[src/rtl/rmpl_pkg.sv]
// Shared types and constants for the motor command ramp limiter.
// Used by the register bank, the controller, the datapath and the top level.
// No dependencies.
`timescale 1ns / 1ps

package rmpl_pkg;

   // Q2.14 plus and minus one, at the widths the datapath needs.
   localparam logic signed [15:0] Q_ONE       = 16'sd16384;
   localparam logic signed [15:0] Q_NEG_ONE   = -16'sd16384;
   localparam logic signed [16:0] Q_ONE_W     = 17'sd16384;
   localparam logic signed [16:0] Q_NEG_ONE_W = -17'sd16384;

   // Command codes carried in the cmd field of a command beat.
   localparam logic CMD_UPDATE   = 1'b0;
   localparam logic CMD_OVERRIDE = 1'b1;

   // Register reset values.
   localparam logic [14:0] EPSILON_RESET   = 15'd164;
   localparam logic [14:0] MAX_DELTA_RESET = 15'd8192;
   localparam logic [7:0]  TICKS_RESET     = 8'd10;

   // Register indexes (byte address divided by four).
   localparam int unsigned CSR_ADDR_W = 4;
   localparam logic [1:0] CSR_EPSILON   = 2'd0;
   localparam logic [1:0] CSR_MAX_DELTA = 2'd1;
   localparam logic [1:0] CSR_TICKS     = 2'd2;

   // Serial divider: one quotient bit per cycle over a 16-bit magnitude.
   localparam int unsigned DIV_STEPS = 16;
   localparam int unsigned DIV_CNT_W = $clog2(DIV_STEPS);

   typedef enum logic [2:0] {
      ST_IDLE,
      ST_EVAL,
      ST_DIVIDE,
      ST_UPDATE,
      ST_RESPOND
   } rmpl_state_type;

   typedef struct packed {
      logic [14:0] epsilon;
      logic [14:0] max_delta;
      logic [7:0]  ticks;
   } rmpl_cfg_type;

   typedef struct packed {
      logic capture;
      logic eval;
      logic div_step;
      logic step_load;
      logic out_load;
   } rmpl_ctrl_type;

   typedef struct packed {
      logic ramp;
      logic div_last;
      logic out_free;
   } rmpl_status_type;

   function automatic logic signed [15:0] sat_one(input logic signed [16:0] x);
      logic signed [15:0] r;
      if (x > Q_ONE_W) begin
         r = Q_ONE;
      end else if (x < Q_NEG_ONE_W) begin
         r = Q_NEG_ONE;
      end else begin
         r = x[15:0];
      end
      return r;
   endfunction

endpackage

[src/rtl/rmpl_req_if.sv]
// Command channel interface: valid/ready handshake with the command beat.
// No dependencies.
`timescale 1ns / 1ps

interface rmpl_req_if;
   logic               valid;
   logic               ready;
   logic               cmd;
   logic signed [15:0] value;

   modport source (output valid, output cmd, output value, input ready);
   modport sink   (input valid, input cmd, input value, output ready);
endinterface

[src/rtl/rmpl_rsp_if.sv]
// Result channel interface: valid/ready handshake with the result beat.
// No dependencies.
`timescale 1ns / 1ps

interface rmpl_rsp_if;
   logic               valid;
   logic               ready;
   logic signed [15:0] drive_value;
   logic signed [15:0] target_value;
   logic signed [16:0] step_delta;
   logic               jump_ready;

   modport source (output valid, output drive_value, output target_value,
                   output step_delta, output jump_ready, input ready);
   modport sink   (input valid, input drive_value, input target_value,
                   input step_delta, input jump_ready, output ready);
endinterface

[src/rtl/rmpl_csr.sv]
// Configuration register bank behind an APB-style port.
// Depends on rmpl_pkg.
`timescale 1ns / 1ps

module rmpl_csr
   import rmpl_pkg::*;
(
   input  logic                  clock,
   input  logic                  reset,
   input  logic                  csr_psel,
   input  logic                  csr_penable,
   input  logic                  csr_pwrite,
   input  logic [CSR_ADDR_W-1:0] csr_paddr,
   input  logic [31:0]           csr_pwdata,
   output logic [31:0]           csr_prdata,
   output logic                  csr_pready,
   output rmpl_cfg_type          cfg
);

   logic [14:0] epsilon_ff, epsilon_in;
   logic [14:0] max_delta_ff, max_delta_in;
   logic [7:0]  ticks_ff, ticks_in;
   logic        wr_en;
   logic [1:0]  index;

   assign index      = csr_paddr[3:2];
   assign wr_en      = csr_psel && csr_penable && csr_pwrite;
   assign csr_pready = 1'b1;

   always_comb begin
      epsilon_in   = epsilon_ff;
      max_delta_in = max_delta_ff;
      ticks_in     = ticks_ff;
      if (wr_en) begin
         unique case (index)
            CSR_EPSILON:   epsilon_in   = csr_pwdata[14:0];
            CSR_MAX_DELTA: max_delta_in = csr_pwdata[14:0];
            CSR_TICKS:     ticks_in     = csr_pwdata[7:0];
            default: ;
         endcase
      end
   end

   always_comb begin
      unique case (index)
         CSR_EPSILON:   csr_prdata = {17'd0, epsilon_ff};
         CSR_MAX_DELTA: csr_prdata = {17'd0, max_delta_ff};
         CSR_TICKS:     csr_prdata = {24'd0, ticks_ff};
         default:       csr_prdata = 32'd0;
      endcase
   end

   always_ff @(posedge clock) begin
      if (reset) begin
         epsilon_ff   <= EPSILON_RESET;
         max_delta_ff <= MAX_DELTA_RESET;
         ticks_ff     <= TICKS_RESET;
      end else begin
         epsilon_ff   <= epsilon_in;
         max_delta_ff <= max_delta_in;
         ticks_ff     <= ticks_in;
      end
   end

   assign cfg.epsilon   = epsilon_ff;
   assign cfg.max_delta = max_delta_ff;
   assign cfg.ticks     = ticks_ff;

endmodule

[src/rtl/rmpl_ctrl.sv]
// Controller state machine: sequences capture, evaluation, division and the result beat.
// Depends on rmpl_pkg.
`timescale 1ns / 1ps

module rmpl_ctrl
   import rmpl_pkg::*;
(
   input  logic            clock,
   input  logic            reset,
   input  logic            req_valid,
   output logic            req_ready,
   input  rmpl_status_type status,
   output rmpl_ctrl_type   ctrl
);

   rmpl_state_type state_ff, state_in;

   always_comb begin
      state_in = state_ff;
      unique case (state_ff)
         ST_IDLE:    if (req_valid) state_in = ST_EVAL;
         ST_EVAL:    state_in = status.ramp ? ST_DIVIDE : ST_RESPOND;
         ST_DIVIDE:  if (status.div_last) state_in = ST_UPDATE;
         ST_UPDATE:  state_in = ST_RESPOND;
         ST_RESPOND: if (status.out_free) state_in = ST_IDLE;
         default:    state_in = ST_IDLE;
      endcase
   end

   always_comb begin
      req_ready      = 1'b0;
      ctrl.capture   = 1'b0;
      ctrl.eval      = 1'b0;
      ctrl.div_step  = 1'b0;
      ctrl.step_load = 1'b0;
      ctrl.out_load  = 1'b0;
      unique case (state_ff)
         ST_IDLE: begin
            req_ready    = 1'b1;
            ctrl.capture = req_valid;
         end
         ST_EVAL:    ctrl.eval      = 1'b1;
         ST_DIVIDE:  ctrl.div_step  = 1'b1;
         ST_UPDATE:  ctrl.step_load = 1'b1;
         ST_RESPOND: ctrl.out_load  = status.out_free;
         default: ;
      endcase
   end

   always_ff @(posedge clock) begin
      if (reset) begin
         state_ff <= ST_IDLE;
      end else begin
         state_ff <= state_in;
      end
   end

endmodule

[src/rtl/rmpl_datapath.sv]
// Datapath: ramp state, decision logic, serial step divider and the output register.
// Depends on rmpl_pkg.
`timescale 1ns / 1ps

module rmpl_datapath
   import rmpl_pkg::*;
(
   input  logic               clock,
   input  logic               reset,
   input  rmpl_cfg_type       cfg,
   input  rmpl_ctrl_type      ctrl,
   output rmpl_status_type    status,
   input  logic               req_cmd,
   input  logic signed [15:0] req_value,
   output logic               rsp_valid,
   input  logic               rsp_ready,
   output logic signed [15:0] rsp_drive_value,
   output logic signed [15:0] rsp_target_value,
   output logic signed [16:0] rsp_step_delta,
   output logic               rsp_jump_ready
);

   // Captured command beat.
   logic               cmd_ff, cmd_in;
   logic signed [15:0] val_ff, val_in;

   // Ramp state.
   logic signed [15:0] drive_ff, drive_in;
   logic signed [15:0] target_ff, target_in;
   logic signed [16:0] step_ff, step_in;
   logic [7:0]         tick_ff, tick_in;
   logic               ready_ff, ready_in;

   // Divider.
   logic [15:0]          quo_ff, quo_in;
   logic [7:0]           rem_ff, rem_in;
   logic [7:0]           divisor_ff, divisor_in;
   logic                 neg_ff, neg_in;
   logic [DIV_CNT_W-1:0] cnt_ff, cnt_in;

   // Output register.
   logic               out_valid_ff, out_valid_in;
   logic signed [15:0] out_drive_ff, out_drive_in;
   logic signed [15:0] out_target_ff, out_target_in;
   logic signed [16:0] out_step_ff, out_step_in;
   logic               out_ready_ff, out_ready_in;

   logic signed [16:0] diff;
   logic [16:0]        mag;
   logic               pass;
   logic signed [16:0] move;
   logic signed [16:0] lim;
   logic signed [16:0] move_lim;
   logic signed [15:0] new_target;
   logic signed [16:0] span;
   logic [16:0]        span_mag;
   logic signed [15:0] stepped;
   logic [8:0]         trial;
   logic               trial_ge;
   logic [8:0]         trial_sub;

   always_comb begin
      diff     = 17'(val_ff) - 17'(drive_ff);
      mag      = diff[16] ? 17'(-diff) : 17'(diff);
      pass     = mag < {2'b00, cfg.epsilon};
      move     = 17'(val_ff) - 17'(target_ff);
      lim      = {2'b00, cfg.max_delta};
      if (move > lim) begin
         move_lim = lim;
      end else if (move < -lim) begin
         move_lim = -lim;
      end else begin
         move_lim = move;
      end
      new_target = sat_one(17'(target_ff) + move_lim);
      span       = 17'(new_target) - 17'(drive_ff);
      span_mag   = span[16] ? 17'(-span) : 17'(span);
      stepped    = sat_one(17'(drive_ff) + step_ff);
      trial      = {rem_ff, quo_ff[15]};
      trial_ge   = trial >= {1'b0, divisor_ff};
      trial_sub  = trial - {1'b0, divisor_ff};
   end

   assign status.ramp     = (cmd_ff == CMD_UPDATE) && !pass && ready_ff;
   assign status.div_last = cnt_ff == DIV_CNT_W'(DIV_STEPS - 1);
   assign status.out_free = !out_valid_ff || rsp_ready;

   always_comb begin
      cmd_in        = cmd_ff;
      val_in        = val_ff;
      drive_in      = drive_ff;
      target_in     = target_ff;
      step_in       = step_ff;
      tick_in       = tick_ff;
      ready_in      = ready_ff;
      quo_in        = quo_ff;
      rem_in        = rem_ff;
      divisor_in    = divisor_ff;
      neg_in        = neg_ff;
      cnt_in        = cnt_ff;
      out_drive_in  = out_drive_ff;
      out_target_in = out_target_ff;
      out_step_in   = out_step_ff;
      out_ready_in  = out_ready_ff;

      if (ctrl.capture) begin
         cmd_in = req_cmd;
         val_in = sat_one(17'(req_value));
      end

      if (ctrl.eval) begin
         if (cmd_ff == CMD_OVERRIDE) begin
            drive_in  = val_ff;
            target_in = val_ff;
            ready_in  = 1'b1;
            tick_in   = 8'd0;
         end else if (pass) begin
            drive_in = val_ff;
            ready_in = 1'b1;
         end else if (ready_ff) begin
            // New ramp: the step itself is filled in once the divider finishes.
            target_in  = new_target;
            ready_in   = 1'b0;
            tick_in    = 8'd0;
            quo_in     = span_mag[15:0];
            rem_in     = 8'd0;
            neg_in     = span[16];
            divisor_in = (cfg.ticks == 8'd0) ? 8'd1 : cfg.ticks;
            cnt_in     = '0;
         end else if (tick_ff < cfg.ticks) begin
            drive_in = stepped;
            tick_in  = 8'(tick_ff + 8'd1);
         end else begin
            ready_in = 1'b1;
         end
      end

      if (ctrl.div_step) begin
         rem_in = trial_ge ? trial_sub[7:0] : trial[7:0];
         quo_in = {quo_ff[14:0], trial_ge};
         cnt_in = DIV_CNT_W'(cnt_ff + 1'b1);
      end

      // Truncation toward zero: divide the magnitude, then restore the sign.
      if (ctrl.step_load) begin
         step_in = neg_ff ? 17'(-{1'b0, quo_ff}) : {1'b0, quo_ff};
      end

      if (ctrl.out_load) begin
         out_drive_in  = drive_ff;
         out_target_in = target_ff;
         out_step_in   = step_ff;
         out_ready_in  = ready_ff;
      end
   end

   always_comb begin
      if (ctrl.out_load) begin
         out_valid_in = 1'b1;
      end else if (rsp_ready) begin
         out_valid_in = 1'b0;
      end else begin
         out_valid_in = out_valid_ff;
      end
   end

   always_ff @(posedge clock) begin
      if (reset) begin
         drive_ff     <= '0;
         target_ff    <= '0;
         step_ff      <= '0;
         tick_ff      <= '0;
         ready_ff     <= 1'b1;
         cnt_ff       <= '0;
         out_valid_ff <= 1'b0;
      end else begin
         drive_ff     <= drive_in;
         target_ff    <= target_in;
         step_ff      <= step_in;
         tick_ff      <= tick_in;
         ready_ff     <= ready_in;
         cnt_ff       <= cnt_in;
         out_valid_ff <= out_valid_in;
      end
   end

   always_ff @(posedge clock) begin
      cmd_ff        <= cmd_in;
      val_ff        <= val_in;
      quo_ff        <= quo_in;
      rem_ff        <= rem_in;
      divisor_ff    <= divisor_in;
      neg_ff        <= neg_in;
      out_drive_ff  <= out_drive_in;
      out_target_ff <= out_target_in;
      out_step_ff   <= out_step_in;
      out_ready_ff  <= out_ready_in;
   end

   assign rsp_valid        = out_valid_ff;
   assign rsp_drive_value  = out_drive_ff;
   assign rsp_target_value = out_target_ff;
   assign rsp_step_delta   = out_step_ff;
   assign rsp_jump_ready   = out_ready_ff;

endmodule

[src/rtl/motor_command_ramp_limiter_unit.sv]
// Motor command ramp limiter (setpoint slew-rate limiter) in Q2.14 fixed point.
// Each command beat on req_port gives exactly one result beat on rsp_port carrying the
// drive value, the ramp target, the per-tick step and the ready-for-new-ramp flag.
// Commands: update (cmd 0) moves the drive toward the value, override (cmd 1) forces
// drive and target. Epsilon, max_delta and ticks_to_target are set through the APB
// port at byte addresses 0, 4 and 8, and should be written only while the block is idle.
// One command is in flight at a time. An update that starts a new ramp passes from
// acceptance through evaluation, the one-bit-per-cycle step divider and the step
// update to the result beat; every other command goes from evaluation straight to
// the result beat. The next command is accepted the cycle after the result is loaded
// into the output register, so it may still wait there while the next one is worked on.
// If the receiver stalls, the result holds in the output register and the next
// result waits until that slot is free; meanwhile req_port.ready stays low.
// Synchronous reset clears drive, target, step and tick count, sets the ready flag and
// restores the register defaults (164, 8192, 10). No result is pending after reset.
// Depends on rmpl_pkg, rmpl_req_if, rmpl_rsp_if, rmpl_csr, rmpl_ctrl, rmpl_datapath.
`timescale 1ns / 1ps

module motor_command_ramp_limiter_unit
   import rmpl_pkg::*;
(
   input  logic                  clock,
   input  logic                  reset,
   rmpl_req_if.sink              req_port,
   rmpl_rsp_if.source            rsp_port,
   input  logic                  csr_psel,
   input  logic                  csr_penable,
   input  logic                  csr_pwrite,
   input  logic [CSR_ADDR_W-1:0] csr_paddr,
   input  logic [31:0]           csr_pwdata,
   output logic [31:0]           csr_prdata,
   output logic                  csr_pready
);

   rmpl_cfg_type    cfg;
   rmpl_ctrl_type   ctrl;
   rmpl_status_type status;
   logic            req_ready;
   logic            rsp_valid;
   logic signed [15:0] rsp_drive_value;
   logic signed [15:0] rsp_target_value;
   logic signed [16:0] rsp_step_delta;
   logic               rsp_jump_ready;

   rmpl_csr u_csr (
      .clock       (clock),
      .reset       (reset),
      .csr_psel    (csr_psel),
      .csr_penable (csr_penable),
      .csr_pwrite  (csr_pwrite),
      .csr_paddr   (csr_paddr),
      .csr_pwdata  (csr_pwdata),
      .csr_prdata  (csr_prdata),
      .csr_pready  (csr_pready),
      .cfg         (cfg)
   );

   rmpl_ctrl u_ctrl (
      .clock     (clock),
      .reset     (reset),
      .req_valid (req_port.valid),
      .req_ready (req_ready),
      .status    (status),
      .ctrl      (ctrl)
   );

   rmpl_datapath u_datapath (
      .clock            (clock),
      .reset            (reset),
      .cfg              (cfg),
      .ctrl             (ctrl),
      .status           (status),
      .req_cmd          (req_port.cmd),
      .req_value        (req_port.value),
      .rsp_valid        (rsp_valid),
      .rsp_ready        (rsp_port.ready),
      .rsp_drive_value  (rsp_drive_value),
      .rsp_target_value (rsp_target_value),
      .rsp_step_delta   (rsp_step_delta),
      .rsp_jump_ready   (rsp_jump_ready)
   );

   assign req_port.ready        = req_ready;
   assign rsp_port.valid        = rsp_valid;
   assign rsp_port.drive_value  = rsp_drive_value;
   assign rsp_port.target_value = rsp_target_value;
   assign rsp_port.step_delta   = rsp_step_delta;
   assign rsp_port.jump_ready   = rsp_jump_ready;

endmodule

[src/flat_wrapper.sv]
// flat-port wrapper written by rule: the top's interface ports become plain ports
module motor_command_ramp_limiter_unit_flat import rmpl_pkg::*;
  (clock, reset, csr_psel, csr_penable, csr_pwrite, csr_paddr, csr_pwdata, csr_prdata, csr_pready, req_port_valid, req_port_cmd, req_port_value, req_port_ready, rsp_port_valid, rsp_port_drive_value, rsp_port_target_value, rsp_port_step_delta, rsp_port_jump_ready, rsp_port_ready);
  rmpl_req_if req_port_i ();
  rmpl_rsp_if rsp_port_i ();
  input  logic clock;
  input  logic reset;
  input  logic csr_psel;
  input  logic csr_penable;
  input  logic csr_pwrite;
  input  logic [CSR_ADDR_W-1:0] csr_paddr;
  input  logic [31:0] csr_pwdata;
  output logic [31:0] csr_prdata;
  output logic csr_pready;
  input wire logic [$bits(req_port_i.valid)-1:0] req_port_valid;
  input wire logic [$bits(req_port_i.cmd)-1:0] req_port_cmd;
  input wire logic [$bits(req_port_i.value)-1:0] req_port_value;
  output wire logic [$bits(req_port_i.ready)-1:0] req_port_ready;
  output wire logic [$bits(rsp_port_i.valid)-1:0] rsp_port_valid;
  output wire logic [$bits(rsp_port_i.drive_value)-1:0] rsp_port_drive_value;
  output wire logic [$bits(rsp_port_i.target_value)-1:0] rsp_port_target_value;
  output wire logic [$bits(rsp_port_i.step_delta)-1:0] rsp_port_step_delta;
  output wire logic [$bits(rsp_port_i.jump_ready)-1:0] rsp_port_jump_ready;
  input wire logic [$bits(rsp_port_i.ready)-1:0] rsp_port_ready;
  assign req_port_i.valid = req_port_valid;
  assign req_port_i.cmd = req_port_cmd;
  assign req_port_i.value = req_port_value;
  assign req_port_ready = req_port_i.ready;
  assign rsp_port_valid = rsp_port_i.valid;
  assign rsp_port_drive_value = rsp_port_i.drive_value;
  assign rsp_port_target_value = rsp_port_i.target_value;
  assign rsp_port_step_delta = rsp_port_i.step_delta;
  assign rsp_port_jump_ready = rsp_port_i.jump_ready;
  assign rsp_port_i.ready = rsp_port_ready;
  motor_command_ramp_limiter_unit u_core (.clock(clock), .reset(reset), .req_port(req_port_i), .rsp_port(rsp_port_i), .csr_psel(csr_psel), .csr_penable(csr_penable), .csr_pwrite(csr_pwrite), .csr_paddr(csr_paddr), .csr_pwdata(csr_pwdata), .csr_prdata(csr_prdata), .csr_pready(csr_pready));
endmodule
[config.mk]
export PLATFORM = sky130hd
export DESIGN_NAME = motor_command_ramp_limiter_unit_flat
export DESIGN_NICKNAME = d
export VERILOG_FILES = /design/src/rtl/rmpl_pkg.sv /design/src/rtl/rmpl_req_if.sv /design/src/rtl/rmpl_rsp_if.sv /design/src/rtl/rmpl_csr.sv /design/src/rtl/rmpl_ctrl.sv /design/src/rtl/rmpl_datapath.sv /design/src/rtl/motor_command_ramp_limiter_unit.sv /design/src/flat_wrapper.sv
export SDC_FILE = /design/constraint.sdc
export NUM_CORES = 1
export LEC_CHECK = 0
export ABC_CLOCK_PERIOD_IN_PS = 10750
export BUFFER_PORTS_ARGS = -buffer_cell sky130_fd_sc_hd__buf_4
export CORE_UTILIZATION = 50
export CTS_CLUSTER_SIZE = 8
export DETAILED_ROUTE_END_ITERATION = 16
export PLACE_DENSITY = 0.71
export SLEW_MARGIN = 20
export SYNTH_ARGS = -nofsm -noshare
export SYNTH_HDL_FRONTEND = slang
export SYNTH_SLANG_ARGS = --single-unit
[constraint.sdc]
create_clock -name clock -period 10.75 [get_ports clock]
set_clock_uncertainty 0.2 [all_clocks]
set_input_delay 2.15 -clock clock [delete_from_list [all_inputs] [get_ports clock]]
set_output_delay 2.15 -clock clock [all_outputs]
set_load 0.005 [all_outputs]
==> results by group, run 1 <==
Outcome
  – Status: finished clean

Yosys
  – Synth async-reset ratio: 0%
  – Sequential area share after synthesis: between 30 and 40%
  – Synth Register Bits: slightly above 200
  – Mean post-synth cell area: slightly below 9 um2
  – Synth Flop Type: dfxtp_1
  – Cells after Synth: roughly 1700
  – Post-synth top area cell: edfxtp_1
  – Synthesized area: ~0.015 mm2
  – Synth warnings: 0
  – Post-synth top area share: between 10% and 20%
  – Number of synthesized flops with an enable pin: 100
  – Synth unique cells: 87
  – Top post-synthesis cells by area: edfxtp_1, dfxtp_1, ha_1

Clock network
  – H-tree depth: 1
  – CTS Buf Count: 29
  – Clock sinks: slightly above 200
  – CTS tree: done
  – CTS Hold Bufs: 0
  – Clk_lat worst skew: roughly 0.55 ns
  – Root Buffer: clkbuf_16
  – Bufs on Longest Clock Path: 3
  – Clock Pin Slew Worst Setup and Hold Paths: ~0.060 ns

Routing
  – Wire per inst: 18.5 um
  – Detailed-route via count: 13600
  – DR pass1 iterations: 5
  – DRC viols: 0
  – Post-route ant nets: 0
  – Total Routed Length: about 43 mm
  – Vias per cell: ~6
  – DRT iter0 DRCs: approximately 1100

Setup path
  – CP Capture Type: flip-flop
  – Setup crit start kind: flip-flop
  – Largest stage delay, worst path: 0.51 ns
  – Worst path slowest cell: edfxtp_1
  – Setup crit start: u_core.u_datapath.val_ff[1]
  – RR Startpoint: u_core.u_datapath.val_ff[1]
  – Arr. time, crit path: approximately 10 ns
  – Worst Path Required: ~11 ns
  – Worst r2r dst: u_core.u_datapath.quo_ff[15]
  – CP max FO: 11
  – Most frequent CP cell: a21oi_1
  – Worst setup endpoint: u_core.u_datapath.quo_ff[15]
  – Crit path kind: flip-flop to flip-flop
  – R2R depth: between 40 and 50
  – R2r setup slk: 0.52 ns

Floorplanning
  – Row count: 63
  – Core area: roughly 0.03 mm2
  – I/O Pins: between 100 and 150
  – Die Height: 176 um
  – Die width: between 150 and 200 um
  – Die ar.: 0.0311 mm2
  – Starting density of the core: 51.0%

Pwr
  – Maximum VDD drop: about 0.24 mV
  – Net Sw Frac: between 40% and 50%
  – Comb power frac: 65.1%
  – Power per Cell Area: 315 mW/mm2
  – Register share of total power: roughly a fifth
  – Cell leakage power: around 7.3 nW
  – Clock share of power: between 15 and 20%
  – Sw Pwr: approximately 2.4 mW
  – Total power: 5.61 mW
  – Internal: between 3 and 4 mW

Placement
  – Placer Congestion: 0.958
  – Place WS: around 0.15 ns
  – Placed instance area: between 0.015 and 0.02 mm2
  – Hpwl dp: around 33 mm
  – I/O Buffers: around 110
  – # placed instances: 2261

STA
  – Setup violators final: 0
  – Slew Limit Fails: 0
  – Final period util: 95.2%
  – Final setup margin: 0.520 ns
  – TNS Setup: 0 ns
  – Maximum clock rate: just under 100 MHz
  – Slew @ Worst Pin: roughly 1.0 ns
  – Worst relative slew slack: between 30% and 40%
  – Final hold violation count: 0
  – Final min period: around 10 ns

GRT
  – First-pass GRT wire length: approximately 67 mm
  – Grt ovf: 0
  – GR Util All Layers: between 20% and 30%
  – Largest net degree at the start of global routing: between 50 and 60
  – Vias in the first global route: 12900
  – Antenna violations before repair: 1

Layout
  – Antenna Cells: 0
  – Most frequent cells in the layout: buf_4, nor2_1, nand2_1
  – Multi-input logic area: 0.00949 mm2
  – Share of post-route cells with drive strength above 1: ~15%
  – Fin cells: about 2300
  – Design area: around 0.018 mm2
  – Area grow syn2layout: 17.0%
  – Register area: ~0.005 mm2
  – Commonest non-fill, non-tap cell in the layout: buf_4
  – Fillcell total: 2621
  – Final net count: between 2000 and 2500

Job
  – Number of max-cap violations: 0

Min path
  – Hold/Removal Path Class: flip-flop to flip-flop
[through the flow]
stage                     hold slack (ns)  util, %
after detailed placement            0.270     56.5
after global placement              0.261     56.5
final                               0.277     59.7
after CTS                           0.277     59.3
after floorplan                     0.234        -
after global routing                0.290     59.7
[cells in the mapped netlist, types with 19 or more instances]
cell and instances:
mux2i_1 33, a221oi_1 20, nand2_1 148, o21a_1 22, a21o_1 40, nor2_1 157
inv_1 106, buf_4 19, o31ai_1 22, nand3_1 28, clkbuf_1 54, dfxtp_1 104
edfxtp_1 100, o211ai_1 20, nor3_1 35, a21oi_1 149, nor2b_1 22, a31oi_1 22
a211oi_1 42, nand2b_1 27, ha_1 146, o21ai_0 88, and2_1 24, xor2_1 46
xnor2_1 69
[registers in the layout, summed over array words and instances, names as in the netlist, 3 cells and up]
register and flops:
u_core.u_datapath.divisor_ff 8, u_core.u_ctrl.state_ff 3, u_core.u_datapath.rsp_drive_value 16, u_core.u_datapath.cnt_ff 4, u_core.u_csr.epsilon_ff 15, u_core.u_datapath.target_ff 16, u_core.u_datapath.rsp_target_value 16, u_core.u_datapath.drive_ff 16
u_core.u_datapath.val_ff 16, u_core.u_csr.max_delta_ff 15, u_core.u_csr.ticks_ff 8, u_core.u_datapath.rsp_step_delta 17, u_core.u_datapath.rem_ff 8, u_core.u_datapath.quo_ff 16, u_core.u_datapath.step_ff 17, u_core.u_datapath.tick_ff 8
[worst max-delay path: cells and delay by family (launching register included)]
| family | cells | cell delay (ns) |
|---|---|---|
| fa+ha+maj | 5 | 1.52 |
| flops | 1 | 0.51 |
| xor+xnor | 4 | 0.52 |
| simple gates | 10 | 2.49 |
| compound gates | 23 | 4.22 |
| buf+inv | 4 | 0.55 |
[what timing repair did]
action,4_1_cts,5_1_grt
resized for setup,0,25
buffers inserted,0,1
endpoints found under the setup margin,0,16
[cell type report]
| type | instances | share of cell area (%) |
|---|---|---|
| Multi-Input combinational cell | 1362 | 53.4 |
| Sequential cell | 204 | 28.6 |
| Timing Repair Buffer | 198 | 8.35 |
| Clock buffer | 50 | 4.58 |
| Tap cell | 390 | 2.74 |
| Inverter | 108 | 2.28 |
| Clock inverter | 1 | 0.113 |
[cells by family (layout without fill, tap and decap cells)]
kind of cell             after synthesis  after routing  share of synthesized area (%)
XOR/XNOR                             116            116                           6.73
multiplexers                          36             36                           2.39
buffers and inverters                193            357                           5.33
AO/OA/AOI/OAI                        509            509                           22.2
flip-flops                           204            204                           33.4
adder cells (fa/ha/maj)              152            152                           12.8
other                                  2             18                         0.0494
AND/OR/NAND/NOR                      531            531                           17.1
[power groups by stage]
stage               sequential (mW)  clock, mW  combinational (mW)
finish                         1.10      0.852                3.65
global route                   1.11      0.896                4.02
CTS                            1.10      0.864                3.56
detailed placement             1.11          0                3.54
global placement               1.11          0                3.46
floorplan                      1.07          0                2.38
[worst min-delay path by stage]
stage	slack, ns	to	startpoint	cells after the start
3_5_place_dp	0.27	u_core.u_datapath.rsp_drive_value[5]	u_core.u_datapath.drive_ff[5]	0
5_1_grt	0.29	u_core.u_datapath.rsp_drive_value[2]	u_core.u_datapath.drive_ff[2]	0
6_report	0.28	u_core.u_csr.epsilon_ff[12]	u_core.u_csr.epsilon_ff[12]	2
4_1_cts	0.28	u_core.u_datapath.rsp_drive_value[3]	u_core.u_datapath.drive_ff[3]	0
3_3_place_gp	0.26	u_core.u_csr.epsilon_ff[8]	u_core.u_csr.epsilon_ff[8]	2
2_1_floorplan	0.23	u_core.u_datapath.rsp_step_delta[0]	u_core.u_datapath.step_ff[0]	0
[routing by layer]
layer | track usage (%) | vias up | share of wire (%)
met5 | 0 | - | 0
met4 | 9.70 | 0 | 3.4
met3 | 4.20 | 76 | 7.2
met2 | 43.8 | 490 | 44
met1 | 37.3 | 6356 | 45
li1 | - | 6647 | -
No activity file was read; power rests on OpenSTA's default activity.
==> run 2, diff against run 1 <==
--- a/config.mk
+++ b/config.mk
@@ -8,10 +8,12 @@
 export ABC_CLOCK_PERIOD_IN_PS = 10750
 export BUFFER_PORTS_ARGS = -buffer_cell sky130_fd_sc_hd__buf_4
 export CORE_UTILIZATION = 50
+export CTS_BUF_LIST = sky130_fd_sc_hd__clkbuf_8
 export CTS_CLUSTER_SIZE = 8
 export DETAILED_ROUTE_END_ITERATION = 16
 export PLACE_DENSITY = 0.71
 export SLEW_MARGIN = 20
 export SYNTH_ARGS = -nofsm -noshare
 export SYNTH_HDL_FRONTEND = slang
+export SYNTH_HIERARCHICAL = 1
 export SYNTH_SLANG_ARGS = --single-unit
==> run 2 against run 1 <==
Compared with the run above:
- non-clock buffer count rose by 77
- core utilization rose by 2.0 points
- area after synthesis rose by 4.7%
- critical path type unchanged
- register-to-register slack got worse by 0.24 ns
- synthesized cell count rose by 2.5%
- worst setup slack got worse by 0.24 ns
- count of clock-buffer cells in the layout fell by 7
==> results by group, run 2 <==
Outcome
  – Status: finished clean

Yosys
  – Synth cell count leaders: nor2_1, ha_1, inv_1, nand2_1, a21oi_1
  – Count leader, synth: nor2_1
  – Synth warnings: 6
  – Post-synth top area cell: edfxtp_1
  – Cells after Synth: 1787
  – Top post-synthesis cells by area: edfxtp_1, dfxtp_1, ha_1
  – Sequential area share after synthesis: between 30% and 40%
  – Synth Register Bits: between 200 and 250
  – Synth unique cells: 94
  – Synth Flop Type: dfxtp_1
  – Post-synth top area share: around a fifth
  – Mean post-synth cell area: 8.91 um2
  – Synth async-reset ratio: 0%
  – Synthesized area: 0.0159 mm2
  – Number of synthesized flops with an enable pin: 100

Layout
  – Antenna Cells: 0
  – Most frequent cells in the layout: buf_4, nor2_1, ha_1
  – Design area: 0.0191 mm2
  – Share of post-route cells with drive strength above 1: a little over a fifth
  – Final net count: approximately 2200
  – Area grow syn2layout: 20.2%
  – Fillcell total: ~2700
  – Commonest non-fill, non-tap cell in the layout: buf_4
  – Fin cells: 2452

Job
  – Number of max-cap violations: 0

Placement
  – Placer Congestion: roughly 0.96
  – Place WS: -0.192 ns
  – I/O Buffers: between 100 and 150
  – Placed instance area: roughly 0.018 mm2
  – # placed instances: 2370
  – Hpwl dp: between 30 and 40 mm

GRT
  – Antenna violations before repair: 0
  – Largest net degree at the start of global routing: 72
  – GR Util All Layers: between 20% and 30%
  – First-pass GRT wire length: ~72 mm
  – Vias in the first global route: 13700
  – Grt ovf: 0

Min path
  – Hold/Removal Path Class: flip-flop to flip-flop
  – WHS Path Cells: 0

Clock network
  – CTS Buf Count: 38
  – Clk_lat worst skew: ~0.56 ns
  – Clock sinks: between 200 and 250
  – Clock Pin Slew Worst Setup and Hold Paths: around 0.06 ns
  – CTS tree: done
  – Bufs on Longest Clock Path: 3
  – H-tree depth: 2
  – Root Buffer: clkbuf_8

Floorplanning
  – Die Height: between 150 and 200 um
  – Core area: 0.0310 mm2
  – Die width: approximately 180 um
  – I/O Pins: roughly 150
  – Die ar.: between 0.03 and 0.04 mm2
  – Starting density of the core: 51.4%
  – Row count: 64

STA
  – Final hold violation count: 0
  – Final period util: 97.4%
  – Final min period: between 10 and 15 ns
  – Maximum clock rate: about 96 MHz
  – Setup violators final: 0
  – Final setup margin: 0.280 ns
  – Slew @ Worst Pin: between 1 and 1.5 ns
  – Worst hold margin: roughly 0.29 ns
  – RSZ-0062 raised after global routing: yes
  – Worst relative slew slack: ~29%
  – Slew Limit Fails: 0

Routing
  – Detailed-route via count: around 14000
  – Vias per cell: between 5 and 6
  – DRT iter0 DRCs: just over 1000
  – Post-route ant nets: 0
  – Wire per inst: between 15 and 20 um
  – DRC viols: 0
  – DR pass1 iterations: 5
  – Total Routed Length: roughly 46 mm

Setup path
  – Crit path kind: flip-flop to flip-flop
  – Most frequent CP cell: o31a_1
  – Largest stage delay, worst path: between 0.5 and 0.6 ns
  – R2R depth: 46
  – CP max FO: 7
  – Worst path slowest cell: or4_4
  – CP Capture Type: flip-flop
  – Arr. time, crit path: 10.57 ns
  – Setup crit start kind: flip-flop
  – Worst Path Required: approximately 11 ns
## run 2: cell families after synthesis
kind of cell,count (synthesis),share of synthesized area [%]
adders and majority gates,152,12.2
AOI/OAI and AO/OA,488,21.1
other,2,0.0472
buffers and inverters,208,5.74
xor gates and xnor gates,110,6.17
DFF,204,31.9
muxes,83,5.35
and+or+nand+nor,540,17.4
## run 2: what timing repair did
item	4_1_cts	5_1_grt
buffers inserted	2	9
endpoints found under the setup margin	15	16
cloned	0	1
pin swaps	6	25
resized for setup	10	54
hold buffers	0	0
## run 2: cell type report
type                            instances  area [um2]  share of cell area (%)
Clock buffer                           43         592                    3.09
Clock inverter                         27         153                   0.798
Inverter                              116         435                    2.28
Multi-Input combinational cell       1391       10300                    53.7
Sequential cell                       204        5080                    26.6
Tap cell                              396         495                    2.59
Timing Repair Buffer                  275        2100                    11.0
## run 2: metrics by stage
step           util (%)  TNS, ns
2_1_floorplan         -        0
3_3_place_gp       58.2  -0.0115
3_5_place_dp       58.2    -1.59
4_1_cts            60.7        0
5_1_grt            61.8    -1.34
6_report           61.8        0
## run 2: path summary, 6_finish.rpt
path | start | end | slack, ns
worst max-delay path | u_core/u_datapath/val_ff[0] | u_core/u_datapath/quo_ff[6] | 0.28
worst min-delay path | u_core/u_datapath/step_ff[15] | u_core/u_datapath/rsp_step_delta[15] | 0.29
worst max register to register | u_core/u_datapath/val_ff[0] | u_core/u_datapath/quo_ff[6] | 0.28
worst min register to register | u_core/u_datapath/step_ff[15] | u_core/u_datapath/rsp_step_delta[15] | 0.29
## run 2: layer usage
metal | share of wire, % | global-route usage, % | vias to the layer above
li1 | - | - | 6986
met1 | 44 | 36.6 | 6782
met2 | 45 | 45.8 | 480
met3 | 6.5 | 3.98 | 109
met4 | 4.2 | 11.1 | 0
met5 | 0 | 0 | -
## run 2: worst max-delay path, delay by kind of cell (launching register included)
| kind | cells | cell delay [ns] |
|---|---|---|
| AOI/OAI and AO/OA | 23 | 4.99 |
| xor gates and xnor gates | 3 | 0.51 |
| adders and majority gates | 6 | 1.73 |
| buffers and inverters | 6 | 0.79 |
| DFF | 1 | 0.41 |
| muxes | 2 | 0.45 |
| and+or+nand+nor | 6 | 1.11 |
Power of run 2 is left out: the tool's default activity adds up to more than one toggle a clock period on the data nets, which glitch-free logic cannot reach.
==> run 3, diff against run 2 <==
--- a/config.mk
+++ b/config.mk
@@ -5,7 +5,8 @@
 export SDC_FILE = /design/constraint.sdc
 export NUM_CORES = 1
 export LEC_CHECK = 0
-export ABC_CLOCK_PERIOD_IN_PS = 10750
+export ABC_AREA = 1
+export ABC_CLOCK_PERIOD_IN_PS = 9640
 export BUFFER_PORTS_ARGS = -buffer_cell sky130_fd_sc_hd__buf_4
 export CORE_UTILIZATION = 50
 export CTS_BUF_LIST = sky130_fd_sc_hd__clkbuf_8
==> constraint.sdc (replaced) <==
create_clock -name clock -period 9.64 [get_ports clock]
set_clock_uncertainty 0.2 [all_clocks]
set_input_delay 1.928 -clock clock [delete_from_list [all_inputs] [get_ports clock]]
set_output_delay 1.928 -clock clock [all_outputs]
set_load 0.005 [all_outputs]
==> run 3 against run 2 <==
Compared with the run above:
- count of clock-buffer cells in the layout is 2 higher
- routed wire length hardly changed
- flip-flop and latch count stayed put
- highest routed layer unchanged
- core utilization is 4.4 points lower
- critical endpoint is now u_core/u_datapath/quo_ff[15]
==> results by group, run 3 <==
Outcome
  – Status: finished clean

Setup path
  – CP Capture Type: flip-flop
  – R2r setup slk: ~0.64 ns
  – CP max FO: 16
  – Setup crit start kind: flip-flop
  – Largest delay contributor family on the critical path: simple AND/OR/NAND/NOR gates
  – Crit path kind: flip-flop to flip-flop
  – Worst Path Required: around 9.7 ns
  – Arr. time, crit path: slightly above 9 ns
  – Most frequent CP cell: nand2_1
  – Worst path slowest cell: edfxtp_1
  – Crit path buf inv count: 8
  – Largest stage delay, worst path: 0.44 ns

STA
  – Maximum clock rate: between 100 and 150 MHz
  – Worst relative slew slack: 29.0%
  – TNS Setup: 0 ns
  – RSZ-0062 raised after global routing: no
  – Final hold violation count: 0
  – Slew @ Worst Pin: between 1 and 1.5 ns
  – Setup violators final: 0
  – Final period util: 93.4%
  – Final min period: 9.00 ns
  – Slew Limit Fails: 0

Layout
  – Register area: roughly 0.0051 mm2
  – Commonest non-fill, non-tap cell in the layout: nand2_1
  – Fin cells: a little under 3000
  – Final core utilization: 57.3%
  – Multi-input logic area: 0.00957 mm2
  – Fillcell total: ~3200
  – Final net count: 2651
  – Share of post-route cells with drive strength above 1: a little under a tenth
  – Most frequent cells in the layout: nand2_1, inv_1, nor2_1
  – Antenna Cells: 0
  – Area grow syn2layout: 11.8%

GRT
  – Grt ovf: 0
  – Largest net degree at the start of global routing: between 40 and 50
  – First-pass GRT wire length: between 70 and 80 mm
  – GR Util All Layers: between 20 and 30%
  – Vias in the first global route: 13800
  – Antenna violations before repair: 0

Routing
  – DRC viols: 0
  – Detailed-route via count: 15400
  – DR pass1 iterations: 6
  – Total Routed Length: around 46 mm
  – Wire per inst: roughly 16 um
  – Top Metal Used: met4
  – Vias per cell: 5.29
  – Met3 WL: between 2 and 3 mm
  – Met2 wire length: 21.3 mm
  – Post-Route M1 WL: around 21 mm
  – Post-route ant nets: 0
  – DRT iter0 DRCs: 1051

Floorplanning
  – Die Height: around 180 um
  – Starting density of the core: around half
  – Core area: 0.0319 mm2
  – Die ar.: 0.0334 mm2
  – Die width: 183 um
  – Row count: 65
  – I/O Pins: 145

Placement
  – I/O Buffers: ~110
  – Hpwl dp: ~36 mm
  – # placed instances: ~2800
  – Placer Congestion: ~1.0

Yosys
  – Cells after Synth: 2335
  – Mean post-synth cell area: 7.00 um2
  – Synth warnings: 6
  – Synth async-reset ratio: 0%
  – Top post-synthesis cells by area: edfxtp_1, dfxtp_1, nand2_1
  – Number of synthesized flops with an enable pin: 100
  – Synthesized area: between 0.015 and 0.02 mm2
  – Sequential area share after synthesis: just over 30%
  – Post-synth top area share: 18.4%
  – Count leader, synth: nand2_1
  – Synth Flop Type: dfxtp_1
  – Synth Register Bits: roughly 200
  – Post-synth top area cell: edfxtp_1
  – Synth cell count leaders: nand2_1, inv_1, nor2_1, nand3_1, ha_1
  – Synth unique cells: 55

Clock network
  – CTS Hold Bufs: 0
  – H-tree depth: 2
  – Clock Pin Slew Worst Setup and Hold Paths: about 0.060 ns
  – Clk_lat worst skew: 0.56 ns
  – Root Buffer: clkbuf_8
  – Bufs on Longest Clock Path: 3
  – CTS tree: done
  – Clock sinks: between 200 and 250
  – CTS Buf Count: 38

Job
  – Number of max-cap violations: 0

Min path
  – Hold/Removal Path Class: flip-flop to flip-flop
run 3: worst paths after layout:
kind | startpoint | to | depth (start not counted)
setup / recovery | u_core/u_datapath/val_ff[0] | u_core/u_datapath/quo_ff[15] | 52
setup reg to reg | u_core/u_datapath/val_ff[0] | u_core/u_datapath/quo_ff[15] | 52
hold / removal | u_core/u_datapath/cnt_ff[3] | u_core/u_datapath/cnt_ff[3] | 2
hold reg to reg | u_core/u_datapath/cnt_ff[3] | u_core/u_datapath/cnt_ff[3] | 2
run 3: worst min-delay path, stage by stage (launching register included):
cell and delay [ns]:
dfxtp_1 0.31, nand3_1 0.07, a21oi_1 0.06
run 3: cell type report:
type	instances	share of cell area [%]
Multi-Input combinational cell	1714	52.3
Clock buffer	45	3.39
Inverter	352	7.25
Tap cell	435	2.98
Timing Repair Buffer	129	5.30
Clock inverter	25	0.917
Sequential cell	204	27.8
run 3: cells by family after synthesis:
| family | Yosys count | share of synthesized area (%) |
|---|---|---|
| AOI/OAI and AO/OA | 325 | 11.3 |
| xor gates and xnor gates | 99 | 5.40 |
| adders and majority gates | 152 | 11.9 |
| buffers and inverters | 433 | 11.0 |
| DFF | 204 | 31.1 |
| other | 2 | 0.0459 |
| and+or+nand+nor | 1120 | 29.3 |
run 3: per-layer routing:
metal	GRT usage, %	up-vias
li1	-	7826
met1	37.1	6956
met2	46.6	508
met3	3.44	68
met4	8.03	0
met5	0	-
run 3: timing repair:
action / in CTS / in global routing
endpoints found under the setup margin: 0 / 4
setup buffers: 0 / 0
gates resized for setup: 0 / 5
run 3: metrics by stage:
stage | cell area [um2] | hold slack (ns) | worst slack [ns]
2_1_floorplan | 16400 | 0.206 | 1.92
5_1_grt | 18300 | 0.311 | 0.0365
6_report | 18300 | 0.285 | 0.640
3_5_place_dp | 17500 | 0.279 | 0.705
4_1_cts | 18300 | 0.288 | 0.651
3_3_place_gp | 17500 | 0.269 | 0.793
Power of run 3 is left out for the same reason.
